## config.mk

```make
export PLATFORM = sky130hd
export DESIGN_NAME = page_bitmap_free_run_summary
export DESIGN_NICKNAME = d
export VERILOG_FILES = /design/src/rtl/core/pbfr_pkg.sv /design/src/rtl/core/pbfr_lane.sv /design/src/rtl/core/pbfr_merge.sv /design/src/rtl/core/pbfr_accum.sv /design/src/rtl/core/page_bitmap_free_run_summary.sv
export SDC_FILE = /design/constraint.sdc
export NUM_CORES = 1
export LEC_CHECK = 0
export ABC_AREA = 1
export CAP_MARGIN = 15
export CELL_PAD_IN_SITES_DETAIL_PLACEMENT = 0
export CELL_PAD_IN_SITES_GLOBAL_PLACEMENT = 2
export CORE_MARGIN = 3
export CORE_UTILIZATION = 41
export DETAILED_ROUTE_END_ITERATION = 16
export DONT_BUFFER_PORTS = 1
export PLACE_DENSITY = 0.84
export SETUP_SLACK_MARGIN = 0.3
export SYNTH_ARGS = -nofsm -noshare
export SYNTH_HDL_FRONTEND = slang
export SYNTH_SLANG_ARGS = --single-unit
export TNS_END_PERCENT = 10
```

## constraint.sdc

```tcl
create_clock -name clk -period 39.4 [get_ports clk]
set_input_delay 1.97 -clock clk [delete_from_list [all_inputs] [get_ports clk]]
set_output_delay 1.97 -clock clk [all_outputs]
set_load 0.02 [all_outputs]
```

## src/rtl/core/pbfr_pkg.sv

```systemverilog
`default_nettype none
// ----------------------------------------------------------------------------
// pbfr_pkg: shared types and helpers for the page bitmap free-run summary
// Lane and word summary records, count widths and saturating arithmetic.
// ----------------------------------------------------------------------------
package pbfr_pkg;

	localparam int WORDS_PER_CHUNK = 8;
	localparam int BITS_PER_WORD   = 64;
	localparam int LANE_W          = 8;
	localparam int LANES           = BITS_PER_WORD / LANE_W;

	localparam int POS_W  = (WORDS_PER_CHUNK > 1) ? $clog2(WORDS_PER_CHUNK) : 1;
	localparam int LCNT_W = $clog2(LANE_W + 1);
	localparam int WCNT_W = $clog2(BITS_PER_WORD + 1);
	localparam int CNT_W  = 10;
	localparam int OUT_W  = 3 * CNT_W;
	localparam int OUT_TDATA_W = ((OUT_W + 7) / 8) * 8;

	localparam logic [CNT_W-1:0] COUNT_MAX = {CNT_W{1'b1}};
	localparam logic [POS_W-1:0] LAST_POS  = POS_W'(WORDS_PER_CHUNK - 1);

	// What one lane of eight pages holds.
	typedef struct packed {
		logic              all_free;
		logic [LCNT_W-1:0] lead;
		logic [LCNT_W-1:0] longest;
		logic [LCNT_W-1:0] trail;
	} lane_sum_t;

	// What one whole word of pages holds.
	typedef struct packed {
		logic              all_free;
		logic [WCNT_W-1:0] lead;
		logic [WCNT_W-1:0] longest;
		logic [WCNT_W-1:0] trail;
	} word_sum_t;

	// One finished chunk summary.
	typedef struct packed {
		logic [CNT_W-1:0] trailing_free;
		logic [CNT_W-1:0] longest_free;
		logic [CNT_W-1:0] leading_free;
	} chunk_sum_t;

	function automatic logic [CNT_W-1:0] sat_add(input logic [CNT_W-1:0] a,
			input logic [WCNT_W-1:0] b);
		logic [CNT_W:0] s;
		s = {1'b0, a} + (CNT_W + 1)'(b);
		return s[CNT_W] ? COUNT_MAX : s[CNT_W-1:0];
	endfunction

	function automatic logic [CNT_W-1:0] cnt_max(input logic [CNT_W-1:0] a,
			input logic [CNT_W-1:0] b);
		return (a > b) ? a : b;
	endfunction

endpackage
`default_nettype wire

```

## src/rtl/core/pbfr_lane.sv

```systemverilog
`default_nettype none
// ----------------------------------------------------------------------------
// pbfr_lane: free-run summary of one lane of pages
// Finds leading, longest and trailing free runs within eight page bits.
// ----------------------------------------------------------------------------
module pbfr_lane
	import pbfr_pkg::*;
(
	input  wire logic [LANE_W-1:0] bits,
	output lane_sum_t              lane_sum
);

	always_comb begin
		logic [LCNT_W-1:0] cur;
		logic [LCNT_W-1:0] best;
		logic [LCNT_W-1:0] lead;
		logic              open;
		cur  = '0;
		best = '0;
		lead = '0;
		open = 1'b1;
		for (int k = 0; k < LANE_W; k++) begin
			if (bits[k]) begin
				cur  = '0;
				open = 1'b0;
			end else begin
				cur = cur + LCNT_W'(1);
				if (cur > best) begin
					best = cur;
				end
				if (open) begin
					lead = lead + LCNT_W'(1);
				end
			end
		end
		lane_sum.all_free = open;
		lane_sum.lead     = lead;
		lane_sum.longest  = best;
		lane_sum.trail    = cur;
	end

endmodule
`default_nettype wire

```

## src/rtl/core/pbfr_merge.sv

```systemverilog
`default_nettype none
// ----------------------------------------------------------------------------
// pbfr_merge: joins the lane summaries of one word
// Walks the lanes from the lowest pages up and builds the word summary.
// ----------------------------------------------------------------------------
module pbfr_merge
	import pbfr_pkg::*;
(
	input  lane_sum_t lanes [LANES],
	output word_sum_t word_sum
);

	always_comb begin
		logic [WCNT_W-1:0] cur;
		logic [WCNT_W-1:0] best;
		logic [WCNT_W-1:0] lead;
		logic [WCNT_W-1:0] joined;
		logic              open;
		cur    = '0;
		best   = '0;
		lead   = '0;
		joined = '0;
		open   = 1'b1;
		for (int i = 0; i < LANES; i++) begin
			if (lanes[i].all_free) begin
				cur = cur + WCNT_W'(LANE_W);
				if (open) begin
					lead = lead + WCNT_W'(LANE_W);
				end
			end else begin
				// The open run ends inside this lane, after its leading pages.
				joined = cur + WCNT_W'(lanes[i].lead);
				if (joined > best) begin
					best = joined;
				end
				if (WCNT_W'(lanes[i].longest) > best) begin
					best = WCNT_W'(lanes[i].longest);
				end
				if (open) begin
					lead = lead + WCNT_W'(lanes[i].lead);
				end
				open = 1'b0;
				cur  = WCNT_W'(lanes[i].trail);
			end
		end
		if (cur > best) begin
			best = cur;
		end
		word_sum.all_free = open;
		word_sum.lead     = lead;
		word_sum.longest  = best;
		word_sum.trail    = cur;
	end

endmodule
`default_nettype wire

```

## src/rtl/core/pbfr_accum.sv

```systemverilog
`default_nettype none
// ----------------------------------------------------------------------------
// pbfr_accum: chunk accumulator and result register
// Folds word summaries into the chunk counts and holds the finished result.
// ----------------------------------------------------------------------------
module pbfr_accum
	import pbfr_pkg::*;
(
	input  wire logic clk,
	input  wire logic arst_n,
	input  wire logic upd,
	input  wire logic last,
	input  word_sum_t word_sum,
	input  wire logic res_ready,
	output logic      res_valid,
	output chunk_sum_t res
);

	logic [CNT_W-1:0] lead_q;
	logic [CNT_W-1:0] best_q;
	logic [CNT_W-1:0] cur_q;
	logic             open_q;

	logic [CNT_W-1:0] lead_n;
	logic [CNT_W-1:0] best_n;
	logic [CNT_W-1:0] cur_n;
	logic             open_n;

	always_comb begin
		logic [CNT_W-1:0] joined;
		joined = sat_add(cur_q, word_sum.lead);
		lead_n = open_q ? sat_add(lead_q, word_sum.lead) : lead_q;
		open_n = open_q & word_sum.all_free;
		if (word_sum.all_free) begin
			cur_n  = sat_add(cur_q, word_sum.trail);
			best_n = cnt_max(best_q, cur_n);
		end else begin
			cur_n  = CNT_W'(word_sum.trail);
			best_n = cnt_max(cnt_max(best_q, joined), CNT_W'(word_sum.longest));
		end
	end

	always_ff @(posedge clk or negedge arst_n) begin
		if (!arst_n) begin
			lead_q <= '0;
			best_q <= '0;
			cur_q  <= '0;
			open_q <= 1'b1;
		end else if (upd) begin
			if (last) begin
				lead_q <= '0;
				best_q <= '0;
				cur_q  <= '0;
				open_q <= 1'b1;
			end else begin
				lead_q <= lead_n;
				best_q <= best_n;
				cur_q  <= cur_n;
				open_q <= open_n;
			end
		end
	end

	always_ff @(posedge clk or negedge arst_n) begin
		if (!arst_n) begin
			res_valid <= 1'b0;
		end else if (upd && last) begin
			res_valid <= 1'b1;
		end else if (res_ready) begin
			res_valid <= 1'b0;
		end
	end

	always_ff @(posedge clk) begin
		if (upd && last) begin
			res.leading_free  <= lead_n;
			res.longest_free  <= best_n;
			res.trailing_free <= cur_n;
		end
	end

	// A result only appears straight after the last word of a chunk.
	a_res_from_last: assert property (@(posedge clk) disable iff (!arst_n)
		$rose(res_valid) |-> $past(upd && last))
		else $error("result raised without a closing word");

	// Leading and trailing runs are runs too, so never beat the longest.
	a_counts_ordered: assert property (@(posedge clk) disable iff (!arst_n)
		res_valid |-> (res.leading_free <= res.longest_free &&
			res.trailing_free <= res.longest_free))
		else $error("end runs exceed the longest run");

	// A chunk closes with the running state cleared for the next one.
	a_state_cleared: assert property (@(posedge clk) disable iff (!arst_n)
		(upd && last) |=> (open_q && cur_q == '0 && best_q == '0 && lead_q == '0))
		else $error("chunk state not cleared after the last word");

	// While no used page has been seen the leading count tracks the open run.
	a_open_lead: assert property (@(posedge clk) disable iff (!arst_n)
		open_q |-> (lead_q == cur_q))
		else $error("leading count parted from the open run");

endmodule
`default_nettype wire

```

## src/rtl/core/page_bitmap_free_run_summary.sv

```systemverilog
`default_nettype none
// ----------------------------------------------------------------------------
// page_bitmap_free_run_summary: free-run summary of a page bitmap chunk
// Counts leading, longest and trailing free pages over a chunk of words.
// ----------------------------------------------------------------------------
//
//  Channel  Dir  tdata                                     Beats per chunk
//  s_axis   in   page_word[63:0], 1 = page used            WORDS_PER_CHUNK
//  m_axis   out  leading[9:0] longest[19:10] trailing[29:20] 1
//
// One word is taken every clock cycle while the input is not stalled; each
// word passes three stages: eight lanes of eight pages each, a merging stage
// that joins the lanes, then the chunk accumulator, whose result register
// drives the output.  A result is offered once the last word of its chunk has
// passed the lane and merge registers and been folded in by the accumulator.
// The input only stalls when a closing word reaches the accumulator while the
// previous result is still waiting to be taken.  Reset clears the word
// position, the stage valid bits, the chunk counts and the result valid flag.
//
module page_bitmap_free_run_summary
	import pbfr_pkg::*;
(
	input  wire logic                     clk,
	input  wire logic                     arst_n,
	input  wire logic                     s_tvalid,
	output logic                          s_tready,
	input  wire logic [BITS_PER_WORD-1:0] s_tdata,   // page_word[63:0]
	output logic                          m_tvalid,
	input  wire logic                     m_tready,
	output logic [OUT_TDATA_W-1:0]        m_tdata    // leading_free, longest_free,
	                                                 // trailing_free, zero pad
);

	// Position of the next word within its chunk; the last position closes it.
	logic [POS_W-1:0] pos_q;
	logic             in_beat;
	logic             hold;
	logic             advance;

	lane_sum_t lane_sum [LANES];
	lane_sum_t lane_s1  [LANES];
	logic      valid_s1;
	logic      last_s1;

	word_sum_t word_sum;
	word_sum_t word_s2;
	logic      valid_s2;
	logic      last_s2;

	chunk_sum_t res;

	// The whole pipeline moves together; it only waits when a finished chunk
	// would overwrite a result that has not been taken.
	assign hold     = m_tvalid & ~m_tready & valid_s2 & last_s2;
	assign advance  = ~hold;
	assign s_tready = advance;
	assign in_beat  = s_tvalid & s_tready;

	always_ff @(posedge clk or negedge arst_n) begin
		if (!arst_n) begin
			pos_q <= '0;
		end else if (in_beat) begin
			pos_q <= (pos_q == LAST_POS) ? '0 : pos_q + POS_W'(1);
		end
	end

	// Stage one: each lane summarises its eight pages.
	for (genvar g = 0; g < LANES; g++) begin : g_lane
		pbfr_lane u_lane (
			.bits     (s_tdata[g*LANE_W +: LANE_W]),
			.lane_sum (lane_sum[g])
		);
	end

	always_ff @(posedge clk or negedge arst_n) begin
		if (!arst_n) begin
			valid_s1 <= 1'b0;
		end else if (advance) begin
			valid_s1 <= in_beat;
		end
	end

	always_ff @(posedge clk) begin
		if (advance) begin
			lane_s1 <= lane_sum;
			last_s1 <= (pos_q == LAST_POS);
		end
	end

	// Stage two: the lanes are joined into one word summary.
	pbfr_merge u_merge (
		.lanes    (lane_s1),
		.word_sum (word_sum)
	);

	always_ff @(posedge clk or negedge arst_n) begin
		if (!arst_n) begin
			valid_s2 <= 1'b0;
		end else if (advance) begin
			valid_s2 <= valid_s1;
		end
	end

	always_ff @(posedge clk) begin
		if (advance) begin
			word_s2 <= word_sum;
			last_s2 <= last_s1;
		end
	end

	// Stage three: the word is folded into the chunk counts.
	pbfr_accum u_accum (
		.clk       (clk),
		.arst_n    (arst_n),
		.upd       (valid_s2 & advance),
		.last      (last_s2),
		.word_sum  (word_s2),
		.res_ready (m_tready),
		.res_valid (m_tvalid),
		.res       (res)
	);

	assign m_tdata = OUT_TDATA_W'(res.trailing_free) << (2 * CNT_W)
		| OUT_TDATA_W'(res.longest_free) << CNT_W
		| OUT_TDATA_W'(res.leading_free);

endmodule
`default_nettype wire

```

==> impl_metrics.ini <==
[sta]
fin_worst_skew_ns = 0.0231
rsz0062_at_grt = false
finalSetupViolCount = 0
slew_violations = 0
min_period_ns = 20.83
finalCritPeriodShare_pct = 52.9
tns_ns = 0
max_freq_mhz = 48.0
worst_pin_slew_ns = 0.891
timing.slew.headroom_pct = 40.6
hold_viol_final = 0

[routing]
drc_errors = 0
first_iter_violations = 1143
wl_um = 63700
postRouteAntennaNets = 0
viasPerCell = 5.20
routed-via-count = 22800
routedWlPerCell_um = 14.5
firstDrtPassIters = 5

[clocking]
clk_pin_slew_ns = 0.08
cts_made_buffers = 17
clkSinkCount = 195
clock_path_buffers = 2
tritoncts = yes
ctsResizeCount = 0
postCtsSetupRepairBufs = 0
clock-root-buffer = clkbuf_16
cts.htree.levels = 4
clkLatencyLatePin_ns = 0.50
hold_buffers = 0

[flow_run]
drv_cap = 0

[floorplan]
fp.dieW_um = 254
rows = 90
io_pins = 102
core_sq_um = 60700
initial_core_util_pct = 41.7
die_area_sq_um = 64700
die_h_um = 254

[setup_path]
reg2reg_depth = 143
crit_top_cell = nand2_1
max_stage_delay_ns = 0.67
slowest_stage = a21boi_0
required_ns = 39.65
cp_max_fo = 12
r2r_end = word_s2[7]
critPathKind = reg -> reg
r2r_slack_ns = 18.57
critPathArrivalTime_ns = 21.08
worstReg2RegStart = lane_s1[103]
end_kind = register
worstSetupStartpointType = register
crit_start = lane_s1[103]

[yosys]
syn_inst = 3606
syn_area_sq_um = 25300
yosysTopAreaCell = ha_1
synth_warnings = 0
synth_top_area_share_pct = 21.3
synth_most_common_cell = nand2_1
synth_seq_area_share_pct = 22.4
synth-edff-count = 158
async_flop_share_pct = 19.0
synth_commonest_cells = nand2_1, inv_1, ha_1
synthTopCellsByArea = ha_1, edfxtp_1, nand2_1, inv_1, o21ai_0
synth_seq_cells = 195
synth_ff_type = edfxtp_1
syn-mean-instance-area_sq_um = 7.01
ys_types = 69

[worst_hold_path]
hold_depth = 0
hp-class = reg -> reg
hold_path_end = last_s2
min_from = last_s1

[placement]
place.gp.congestion = 0.871
dp_hpwl_um = 53300
portBuffers = 0

[status]
status = completed

[layout]
area_growth_pct = 6.01
drive_above_1_share_pct = 4.41
final_nets = 4111
diodes = 0

[global_route]
grt_pass1_vias = 22100
antenna_found_initial = 0
grt_usage_pct = 20.0
grt_max_degree = 69
grt_pass1_wl_um = 107000
overflow = 0
-- metrics by stage --
stage	setup WS, ns	instance area, sq um	hold WS (ns)	cells	util, %
after floorplan	21.25	25300	0.400	3607	-
after global placement	19.57	26200	0.412	4357	43.1
after detailed placement	18.82	26200	0.415	4357	43.1
after CTS	18.72	26800	0.424	4389	44.1
after global routing	15.99	26800	0.429	4390	44.2
final	18.57	26800	0.423	4390	44.2
-- registers in the layout, summed over array words and instances, names as in the netlist --
signal             flops
u_accum.res           30
u_accum.open_q         1
lane_s1              104
u_accum.lead_q        10
last_s2                1
u_accum.res_valid      1
valid_s2               1
valid_s1               1
word_s2               22
u_accum.best_q        10
last_s1                1
pos_q                  3
u_accum.cur_q         10
-- kinds of logic (layout without fill, tap and decap cells) --
logic type | after synthesis | after routing | share of synthesized area [%]
compound gates | 698 | 698 | 15.7
xor+xnor | 125 | 125 | 4.36
fa+ha+maj | 448 | 448 | 22.7
buf+inv | 618 | 619 | 9.27
flops | 195 | 195 | 22.4
mux | 10 | 10 | 0.421
other cells | 2 | 3 | 0.0297
simple gates | 1510 | 1510 | 25.1
-- placed cells by master (no fill, tap or decap), types with 9 or more instances in the layout --
cell,count
inv_2,22
nand4_1,70
nand3_1,147
o211ai_1,37
nand2_2,21
a31oi_1,24
nor2_1,328
o22ai_1,14
xor2_1,88
fa_1,17
a21boi_0,10
o21ai_0,293
xnor2_1,36
o21ai_1,26
a22o_1,11
or2_2,29
clkbuf_16,17
ha_1,431
edfxtp_1,158
inv_1,548
dfrtp_1,36
nand2_1,851
nor3_1,26
a21oi_1,199
o21a_1,11
nand3_2,9
o21bai_1,10
o31ai_1,14
-- worst max-delay path: cells and delay by family, from the launching register on --
family | cells | cell delay, ns
and+or+nand+nor | 78 | 8.18
AOI/OAI and AO/OA | 31 | 5.14
adders and majority gates | 17 | 4.99
buffers and inverters | 16 | 1.45
DFF | 1 | 0.57
xor gates and xnor gates | 1 | 0.20
-- per-layer routing --
metal | vias up | routed length, um | share of wire, % | track usage (%)
met5 | - | 0 | 0 | 0
met4 | 0 | 909 | 1.4 | 4.85
met3 | 59 | 2070 | 3.2 | 2.78
met2 | 337 | 28600 | 45 | 33.4
met1 | 10400 | 32100 | 50 | 27.4
li1 | 12100 | - | - | -
-- how the worst max path moves through the flow --
stage | to | slack (ns) | depth (start not counted)
floorplan | word_s2[8] | 21.25 | 142
global placement | word_s2[7] | 19.57 | 141
detailed placement | word_s2[7] | 18.82 | 142
CTS | word_s2[7] | 18.72 | 143
global route | word_s2[7] | 15.99 | 145
finish | word_s2[7] | 18.57 | 143
-- layout make-up --
type	count	area [sq um]
clock inverter	15	199
inverter	580	2180
sequential	195	5670
fill	6260	33900
clock buffer	17	425
tap	782	978
timing repair buffer	7	72.6
multi-input combinational	2794	17300
Power is left out: the tool's default activity adds up to more than one toggle a clock period on the data nets, which glitch-free logic cannot reach.
